===== config.mk =====
export PLATFORM = sky130hd
export DESIGN_NAME = serial_packet_deframer_unit_flat
export DESIGN_NICKNAME = d
export VERILOG_FILES = /design/src/rtl/spd_pkg.sv /design/src/rtl/spd_byte_if.sv /design/src/rtl/spd_result_if.sv /design/src/rtl/spd_cfg_if.sv /design/src/rtl/spd_in_stage.sv /design/src/rtl/spd_parser.sv /design/src/rtl/serial_packet_deframer_unit.sv /design/src/flat_wrapper.sv
export VERILOG_INCLUDE_DIRS = /design/src /design/src/rtl
export SDC_FILE = /design/constraint.sdc
export NUM_CORES = 1
export LEC_CHECK = 0
export ABC_CLOCK_PERIOD_IN_PS = 3600
export BUFFER_PORTS_ARGS = -buffer_cell sky130_fd_sc_hd__buf_2
export CAP_MARGIN = 20
export CORE_MARGIN = 4
export CORE_UTILIZATION = 55
export CTS_BUF_LIST = sky130_fd_sc_hd__clkbuf_8
export CTS_CLUSTER_SIZE = 25
export DETAILED_ROUTE_END_ITERATION = 16
export GPL_ROUTABILITY_DRIVEN = 0
export PLACE_DENSITY = 0.81
export SYNTH_ARGS = -nofsm -noshare
export SYNTH_HDL_FRONTEND = slang
export SYNTH_SLANG_ARGS = --single-unit

===== constraint.sdc =====
create_clock -name clk -period 3.6 [get_ports clk]
set_clock_uncertainty 0.2 [all_clocks]
set_input_delay 0.72 -clock clk [delete_from_list [all_inputs] [get_ports clk]]
set_output_delay 0.72 -clock clk [all_outputs]
set_load 0.01 [all_outputs]

===== src/rtl/serial_packet_deframer_unit_defines.svh =====
// ----------------------------------------------------------------------------
// Assertion macros for the serial packet deframer
// Concurrent checks that are compiled out when SYNTHESIS is defined.
// ----------------------------------------------------------------------------
`ifndef SERIAL_PACKET_DEFRAMER_UNIT_DEFINES_SVH
`define SERIAL_PACKET_DEFRAMER_UNIT_DEFINES_SVH

`ifndef SYNTHESIS
// Implication checked every cycle outside reset
`define SPD_ASSERT_IMP(lbl, ante, cons, msg) \
  lbl: assert property (@(posedge clk) disable iff (rst) (ante) |-> (cons)) \
    else $error(msg);
// Implication whose consequent is checked in the next cycle
`define SPD_ASSERT_NXT(lbl, ante, cons, msg) \
  lbl: assert property (@(posedge clk) disable iff (rst) (ante) |=> (cons)) \
    else $error(msg);
`else
`define SPD_ASSERT_IMP(lbl, ante, cons, msg)
`define SPD_ASSERT_NXT(lbl, ante, cons, msg)
`endif

`endif


===== src/rtl/spd_pkg.sv =====
// ----------------------------------------------------------------------------
// Serial packet deframer package
// Framing constants, status codes, parser phases and the rotate-add checksum.
// ----------------------------------------------------------------------------
package spd_pkg;

  localparam logic [7:0] HEAD_BYTE     = 8'hCC;
  localparam logic [7:0] TAIL_BYTE     = 8'hB9;
  localparam logic [7:0] MAX_LEN_RESET = 8'd128;
  // checksum rotates right by one: bit 0 moves to this position
  localparam int         SUM_TOP_BIT   = 7;

  // result status codes
  typedef enum logic [3:0] {
    ST_HUNT       = 4'd0,
    ST_FRAMING    = 4'd1,
    ST_DATA       = 4'd2,
    ST_OK         = 4'd3,
    ST_BAD_LEN    = 4'd4,
    ST_ZERO_ID    = 4'd5,
    ST_EARLY_TAIL = 4'd6,
    ST_OVERLONG   = 4'd7,
    ST_BAD_SUM    = 4'd8
  } status_t;

  // parser phases, one-hot
  typedef enum logic [4:0] {
    PH_HUNT    = 5'b00001,
    PH_LEN     = 5'b00010,
    PH_ID      = 5'b00100,
    PH_PAYLOAD = 5'b01000,
    PH_CHECK   = 5'b10000
  } phase_t;

  // held input item between the input stage and the parser
  typedef struct packed {
    logic       valid;
    logic [7:0] rx_byte;
  } stage_t;

  // rotate right by one, then add the byte modulo 256
  function automatic logic [7:0] sum_update(input logic [7:0] sum, input logic [7:0] b);
    logic [7:0] rot;
    rot = {sum[0], sum[SUM_TOP_BIT:1]};
    return rot + b;
  endfunction

endpackage


===== src/rtl/spd_byte_if.sv =====
// ----------------------------------------------------------------------------
// Received byte channel
// valid/ready channel carrying one serial byte per item.
// ----------------------------------------------------------------------------
interface spd_byte_if;
  logic       valid;
  logic       ready;
  logic [7:0] rx_byte;

  modport source (output valid, output rx_byte, input ready);
  modport sink (input valid, input rx_byte, output ready);
endinterface


===== src/rtl/spd_result_if.sv =====
// ----------------------------------------------------------------------------
// Deframer result channel
// valid/ready channel carrying one parse result per item.
// ----------------------------------------------------------------------------
interface spd_result_if;
  logic       valid;
  logic       ready;
  logic [3:0] status;
  logic [7:0] data_byte;
  logic [7:0] byte_index;
  logic [7:0] message_id;
  logic [7:0] frame_len;
  logic [7:0] running_sum;

  modport source (output valid, output status, output data_byte, output byte_index,
                  output message_id, output frame_len, output running_sum, input ready);
  modport sink (input valid, input status, input data_byte, input byte_index,
                input message_id, input frame_len, input running_sum, output ready);
endinterface


===== src/rtl/spd_cfg_if.sv =====
// ----------------------------------------------------------------------------
// Deframer configuration channel
// valid/ready write channel for the maximum length register.
// ----------------------------------------------------------------------------
interface spd_cfg_if;
  logic       valid;
  logic       ready;
  logic [7:0] max_payload_len;

  modport source (output valid, output max_payload_len, input ready);
  modport sink (input valid, input max_payload_len, output ready);
endinterface


===== src/rtl/spd_in_stage.sv =====
// ----------------------------------------------------------------------------
// Deframer input stage
// Registers one received byte; refills in the cycle the parser takes it.
// ----------------------------------------------------------------------------
module spd_in_stage
  import spd_pkg::*;
(
  input  logic        clk,
  input  logic        rst,
  spd_byte_if.sink    bytes,
  input  logic        take,
  output stage_t      held
);

  logic       valid;
  logic [7:0] rx_byte;

  // room when empty or when the held item leaves this cycle
  assign bytes.ready = !valid || take;

  always_ff @(posedge clk) begin
    if (rst) begin
      valid <= 1'b0;
    end else if (bytes.valid && bytes.ready) begin
      valid <= 1'b1;
    end else if (take) begin
      valid <= 1'b0;
    end
  end

  // payload, no reset
  always_ff @(posedge clk) begin
    if (bytes.valid && bytes.ready) begin
      rx_byte <= bytes.rx_byte;
    end
  end

  assign held.valid   = valid;
  assign held.rx_byte = rx_byte;

endmodule


===== src/rtl/spd_parser.sv =====
// ----------------------------------------------------------------------------
// Deframer parser
// Frame state machine, checksum and the result register.
// ----------------------------------------------------------------------------
module spd_parser
  import spd_pkg::*;
(
  input  logic         clk,
  input  logic         rst,
  input  stage_t       held,
  input  logic [7:0]   max_len,
  output logic         take,
  spd_result_if.source results
);

  phase_t     phase, phase_next;
  logic [7:0] length_reg, length_reg_next;
  logic [7:0] byte_count, byte_count_next;
  logic [7:0] id_reg, id_reg_next;
  logic [7:0] sum_reg, sum_reg_next;

  status_t    status_c;
  logic [7:0] data_c;
  logic [7:0] idx_c;
  logic [7:0] b;

  logic       res_valid;
  status_t    res_status;
  logic [7:0] res_data;
  logic [7:0] res_idx;

  // move the held item into the result register when that register frees up
  assign take = held.valid && (!res_valid || results.ready);
  assign b    = held.rx_byte;

  // next state and result for the held byte
  always_comb begin
    phase_next      = phase;
    length_reg_next = length_reg;
    byte_count_next = byte_count;
    id_reg_next     = id_reg;
    sum_reg_next    = sum_reg;
    status_c        = ST_HUNT;
    data_c          = '0;
    idx_c           = '0;
    unique case (phase)
      PH_LEN: begin
        if (b == '0 || b > max_len) begin
          status_c   = ST_BAD_LEN;
          phase_next = PH_HUNT;
        end else begin
          length_reg_next = b;
          status_c        = ST_FRAMING;
          phase_next      = PH_ID;
        end
      end
      PH_ID: begin
        if (b == '0) begin
          status_c   = ST_ZERO_ID;
          phase_next = PH_HUNT;
        end else begin
          id_reg_next     = b;
          sum_reg_next    = sum_update('0, b);
          data_c          = b;
          byte_count_next = 8'd1;
          status_c        = ST_DATA;
          phase_next      = PH_PAYLOAD;
        end
      end
      PH_PAYLOAD: begin
        if (b != TAIL_BYTE && byte_count < length_reg) begin
          data_c          = b;
          idx_c           = byte_count;
          byte_count_next = byte_count + 8'd1;
          sum_reg_next    = sum_update(sum_reg, b);
          status_c        = ST_DATA;
        end else if (b == TAIL_BYTE) begin
          if (byte_count != length_reg) begin
            status_c   = ST_EARLY_TAIL;
            phase_next = PH_HUNT;
          end else begin
            status_c   = ST_FRAMING;
            phase_next = PH_CHECK;
          end
        end else begin
          status_c   = ST_OVERLONG;
          phase_next = PH_HUNT;
        end
      end
      PH_CHECK: begin
        status_c   = (b == sum_reg) ? ST_OK : ST_BAD_SUM;
        phase_next = PH_HUNT;
      end
      default: begin
        // hunt, and any stray code behaves as hunt
        if (b == HEAD_BYTE) begin
          status_c   = ST_FRAMING;
          phase_next = PH_LEN;
        end else begin
          status_c   = ST_HUNT;
          phase_next = PH_HUNT;
        end
      end
    endcase
  end

  // frame state
  always_ff @(posedge clk) begin
    if (rst) begin
      phase      <= PH_HUNT;
      length_reg <= '0;
      byte_count <= '0;
      id_reg     <= '0;
      sum_reg    <= '0;
    end else if (take) begin
      phase      <= phase_next;
      length_reg <= length_reg_next;
      byte_count <= byte_count_next;
      id_reg     <= id_reg_next;
      sum_reg    <= sum_reg_next;
    end
  end

  // result valid flag
  always_ff @(posedge clk) begin
    if (rst) begin
      res_valid <= 1'b0;
    end else if (take) begin
      res_valid <= 1'b1;
    end else if (results.ready) begin
      res_valid <= 1'b0;
    end
  end

  // result payload; id, length and sum are read from the state registers
  always_ff @(posedge clk) begin
    if (take) begin
      res_status <= status_c;
      res_data   <= data_c;
      res_idx    <= idx_c;
    end
  end

  assign results.valid       = res_valid;
  assign results.status      = res_status;
  assign results.data_byte   = res_data;
  assign results.byte_index  = res_idx;
  assign results.message_id  = id_reg;
  assign results.frame_len   = length_reg;
  assign results.running_sum = sum_reg;

endmodule


===== src/rtl/serial_packet_deframer_unit.sv =====
// ----------------------------------------------------------------------------
// Serial packet deframer
// Byte-serial parser for frames: head CC, length, ID, payload, tail B9, sum.
// ----------------------------------------------------------------------------
// Usage:
//   bytes   : one received byte per item (valid/ready).
//   results : one result per byte: status, payload byte and its index,
//             message ID, length byte and running checksum (valid/ready).
//   cfg     : write of the maximum length byte; always ready, to be
//             written only while no item is in flight.
// A byte accepted into the input register waits there and enters the result
// register once that register is empty or its result is being taken.
// Throughput is one item per cycle while the receiver takes results, set
// by the frame state machine between the two registers.
// Reset clears the frame state to hunting with zero ID, length and sum,
// empties both registers and sets the maximum length to 128.
// When the receiver stalls, the result register holds, the input register
// still takes one more byte, and bytes.ready then drops until the
// result is taken.
// ----------------------------------------------------------------------------
`include "serial_packet_deframer_unit_defines.svh"

module serial_packet_deframer_unit
  import spd_pkg::*;
(
  input  logic         clk,
  input  logic         rst,
  spd_byte_if.sink     bytes,
  spd_result_if.source results,
  spd_cfg_if.sink      cfg
);

  logic [7:0] max_len;
  logic       take;
  stage_t     held;

  // configuration register
  assign cfg.ready = 1'b1;

  always_ff @(posedge clk) begin
    if (rst) begin
      max_len <= MAX_LEN_RESET;
    end else if (cfg.valid && cfg.ready) begin
      max_len <= cfg.max_payload_len;
    end
  end

  // input register
  spd_in_stage u_in_stage (
    .clk   (clk),
    .rst   (rst),
    .bytes (bytes),
    .take  (take),
    .held  (held)
  );

  // parser and result register
  spd_parser u_parser (
    .clk     (clk),
    .rst     (rst),
    .held    (held),
    .max_len (max_len),
    .take    (take),
    .results (results)
  );

  // a payload byte always lies inside the announced length
  `SPD_ASSERT_IMP(a_data_in_len,
                  results.valid && results.status == ST_DATA,
                  results.byte_index < results.frame_len,
                  "payload byte index beyond frame length")

  // the tail value should not be reported as payload; an ID byte equal to it carries ST_DATA and trips this check
  `SPD_ASSERT_IMP(a_no_tail_data,
                  results.valid && results.status == ST_DATA,
                  results.data_byte != TAIL_BYTE,
                  "tail byte reported as payload")

  // with both registers full and the receiver stalled, no byte is taken
  `SPD_ASSERT_IMP(a_full_stall,
                  held.valid && results.valid && !results.ready,
                  !bytes.ready,
                  "byte accepted while both stages are full")

  // a held byte moves to the result side in the cycle it is taken
  `SPD_ASSERT_NXT(a_take_result,
                  take,
                  results.valid,
                  "taken byte produced no result")

endmodule

===== src/flat_wrapper.sv =====
// flat-port wrapper written by rule: the top's interface ports become plain ports
module serial_packet_deframer_unit_flat import spd_pkg::*;
  (clk, rst, bytes_valid, bytes_rx_byte, bytes_ready, results_valid, results_status, results_data_byte, results_byte_index, results_message_id, results_frame_len, results_running_sum, results_ready, cfg_valid, cfg_max_payload_len, cfg_ready);
  spd_byte_if bytes_i ();
  spd_result_if results_i ();
  spd_cfg_if cfg_i ();
  input  logic clk;
  input  logic rst;
  input wire logic [$bits(bytes_i.valid)-1:0] bytes_valid;
  input wire logic [$bits(bytes_i.rx_byte)-1:0] bytes_rx_byte;
  output wire logic [$bits(bytes_i.ready)-1:0] bytes_ready;
  output wire logic [$bits(results_i.valid)-1:0] results_valid;
  output wire logic [$bits(results_i.status)-1:0] results_status;
  output wire logic [$bits(results_i.data_byte)-1:0] results_data_byte;
  output wire logic [$bits(results_i.byte_index)-1:0] results_byte_index;
  output wire logic [$bits(results_i.message_id)-1:0] results_message_id;
  output wire logic [$bits(results_i.frame_len)-1:0] results_frame_len;
  output wire logic [$bits(results_i.running_sum)-1:0] results_running_sum;
  input wire logic [$bits(results_i.ready)-1:0] results_ready;
  input wire logic [$bits(cfg_i.valid)-1:0] cfg_valid;
  input wire logic [$bits(cfg_i.max_payload_len)-1:0] cfg_max_payload_len;
  output wire logic [$bits(cfg_i.ready)-1:0] cfg_ready;
  assign bytes_i.valid = bytes_valid;
  assign bytes_i.rx_byte = bytes_rx_byte;
  assign bytes_ready = bytes_i.ready;
  assign results_valid = results_i.valid;
  assign results_status = results_i.status;
  assign results_data_byte = results_i.data_byte;
  assign results_byte_index = results_i.byte_index;
  assign results_message_id = results_i.message_id;
  assign results_frame_len = results_i.frame_len;
  assign results_running_sum = results_i.running_sum;
  assign results_i.ready = results_ready;
  assign cfg_i.valid = cfg_valid;
  assign cfg_i.max_payload_len = cfg_max_payload_len;
  assign cfg_ready = cfg_i.ready;
  serial_packet_deframer_unit u_core (.clk(clk), .rst(rst), .bytes(bytes_i), .results(results_i), .cfg(cfg_i));
endmodule

==> metrics.yaml <==
run_status:
  status: "completed"
global_routing:
  antenna_found_initial: 0
  overflow: 0
  grt_pass1_wl_um: 15800
  grt_pass1_vias: 3276
  gr-usage-met2_pct: 37.2
  met1_usage_pct: 30.2
  grt_max_degree: 23
  grt_busiest_layer: "met2"
  grt_usage_pct: 23.3
  grt.met3_usage_pct: 4.59
power:
  power.density_nw_per_um2: 364
  ir_drop_uv: 234
  internal-power_w: 0.00121
  seq_power_share_pct: 56.4
  p_switching_w: 0.000438
  power_frac_comb_pct: 8.1
  power_leakage_nw: 1.79
  switching_share_pct: 26.6
  p_clk_share_pct: 35.5
worst_setup_path:
  crit_slowest_cell: "edfxtp_1"
  critical_path_buf_inv_count: 0
  startpoint_type: "flip-flop"
  cp.required_ns: 3.66
  crit_chain: "nor4_1 -> nand2_1 -> nand2_2 -> a21boi_2 -> nor2_4 -> a311oi_1"
  criticalPathCategory: "flip-flop to flip-flop"
  cp-end-kind: "flip-flop"
  crit_path_max_fanout: 13
  crit_arrival_ns: 2.79
  cp_slowest_stage_delay_ns: 0.64
  path_delay_family: "simple AND/OR/NAND/NOR gates"
clock_tree:
  cts_setup_buffers: 0
  cts_tree: "done"
  clockBufferDepth: 2
  cts_resized: 0
  clock_latency_ns: 0.36
  cts_hold_buf: 0
  clock-sinks: 75
  cts.root.buffer_cell: "clkbuf_8"
  cts-htree-levels: 3
  cts_made_buffers: 9
  clk_pin_slew_ns: 0.08
finish:
  n_antenna_cell: 0
  layout_common_cells: "buf_2 (66), dfxtp_1 (47), nor2_1 (36)"
  area_growth_pct: 12.5
  drive_gt1_share_pct: 22.4
  final_common_cell: "buf_2"
  layout.nets: 514
floorplan:
  dieArea_um2: 8720
  die_height_um: 93.4
  core-area_um2: 6940
  initial_core_util_pct: 57.7
  fp-row-count: 30
  boundaryPins: 68
  die_x_um: 93.4
logic_synthesis:
  synth.distinct_cells: 67
  ys_seq_area_share_pct: 44.4
  syn-cell-area_um2: 4010
  yosys_warnings: 0
  ys_seq_elements: 75
  async_reset_ff_share_pct: 0
  syn_avg_cell_area_um2: 9.80
  synthCells: 409
  synth_ff_type: "dfxtp_1"
  synth_nets: 455
  synth_edf_count: 28
drt:
  routed_wl_um: 9610
  vias: 3406
  drt_iter0_drc: 236
  wire_per_inst_um: 16.9
  dr.pass1.iters: 5
  ant_nets: 0
  routed_via_density: 5.99
  drcViolationCount: 0
placement:
  port_buffers: 66
  hpwlAfterDp_um: 6960
  dp_slack_ns: 0.956
timing:
  hold_viol: 0
  fmax_ghz: 0.367
  min_period_over_period_pct: 75.8
  tightest_slew_ns: 0.777
  maxSlewViolCount: 0
  setup_ws_ns: 0.872
  max_slew_margin_pct: 48.2
  setup_viol: 0
  period_needed_ns: 2.73
  rsz0062_at_grt: "no"
  tns_ns: 0
min_path:
  hold_class: "flip-flop to flip-flop"
job:
  cap_violations: 0
[stage by stage]
stage,power [W],hold slack (ns),instances,utilization [%],area [um^2]
after floorplan,0.00103,0.259,409,-,4010
after global placement,0.00107,0.274,553,62.5,4340
after detailed placement,0.00108,0.285,553,62.5,4340
after CTS,0.00165,0.296,569,65.0,4510
after global routing,0.00171,0.313,569,65.0,4510
final,0.00164,0.297,569,65.0,4510
[Yosys cell counts, types with 3 or more instances]
master / count / area (um^2)
clkbuf_8: 3 / 41.3
nor2_1: 36 / 135
and3_1: 10 / 62.6
dfxtp_1: 47 / 941
inv_1: 23 / 86.3
buf_4: 5 / 37.5
clkbuf_1: 8 / 30.0
a21oi_1: 34 / 170
ha_1: 24 / 300
nand2_1: 19 / 71.3
o211ai_1: 4 / 30.0
a211oi_1: 5 / 37.5
xnor2_1: 9 / 78.8
nor3_1: 5 / 25.0
nor4_1: 4 / 25.0
edfxtp_1: 28 / 841
nand4_1: 12 / 75.1
nand3_1: 16 / 80.1
mux2i_1: 16 / 160
o31ai_1: 4 / 30.0
nor2b_1: 12 / 75.1
o21ai_0: 23 / 115
a311oi_1: 4 / 35.0
[routing by layer]
| metal | vias up | part of all wire (%) |
|---|---|---|
| met4 | 0 | 2.7 |
| met1 | 1592 | 41 |
| li1 | 1608 | - |
| met3 | 25 | 8.3 |
| met5 | - | 0 |
| met2 | 181 | 48 |
[sequential cells by signal (all words and copies together), names as in the netlist]
name / count
u_core.max_len: 8
u_core.u_in_stage.rx_byte: 8
u_core.u_in_stage.valid: 1
u_core.u_parser.byte_count: 8
u_core.u_parser.phase: 5
u_core.u_parser.results.byte_index: 8
u_core.u_parser.results.data_byte: 8
u_core.u_parser.results.frame_len: 8
u_core.u_parser.results.message_id: 8
u_core.u_parser.results.running_sum: 8
u_core.u_parser.results.status: 4
u_core.u_parser.results.valid: 1
[power groups by stage]
stage	Sequential (W)	Clock, W	Combinational, W
5_1_grt	0.000930	0.000633	0.000149
4_1_cts	0.000926	0.000593	0.000133
3_5_place_dp	0.000946	0	0.000131
2_1_floorplan	0.000938	0	0.0000940
6_report	0.000927	0.000583	0.000133
3_3_place_gp	0.000946	0	0.000126
[cells by family after synthesis]
group,after synthesis,synth area share (%)
xor+xnor,11,2.40
buf+inv,45,5.99
other cells,1,0.0935
flops,75,44.4
mux,16,3.99
compound gates,96,15.2
simple gates,140,19.9
fa+ha+maj,25,7.99
[final timing paths]
kind                                                   start                                     end  slack [ns]  cells past startpoint
worst min-delay path                       u_core.max_len[7]                       u_core.max_len[7]        0.30                      2
worst min register to register             u_core.max_len[7]                       u_core.max_len[7]        0.30                      2
worst max register to register  u_core.u_in_stage.rx_byte[6]  u_core.u_parser.results.running_sum[0]        0.87                      6
worst max-delay path            u_core.u_in_stage.rx_byte[6]  u_core.u_parser.results.running_sum[0]        0.87                      6
[worst register-to-register path: stages (launching register included)]
cell and delay (ns):
edfxtp_1 0.64, nor4_1 0.40, nand2_1 0.26, nand2_2 0.17
a21boi_2 0.54, nor2_4 0.13, a311oi_1 0.28
[final cells by class]
type,instances,area [um^2]
fillers,550,2430
multi-input cells,289,1990
flip-flops and latches,75,1780
repair buffers,70,360
clock buffers,9,124
well taps,96,120
inverters,23,86.3
clock inverters,7,52.6
(Power assumes the default switching activity.)
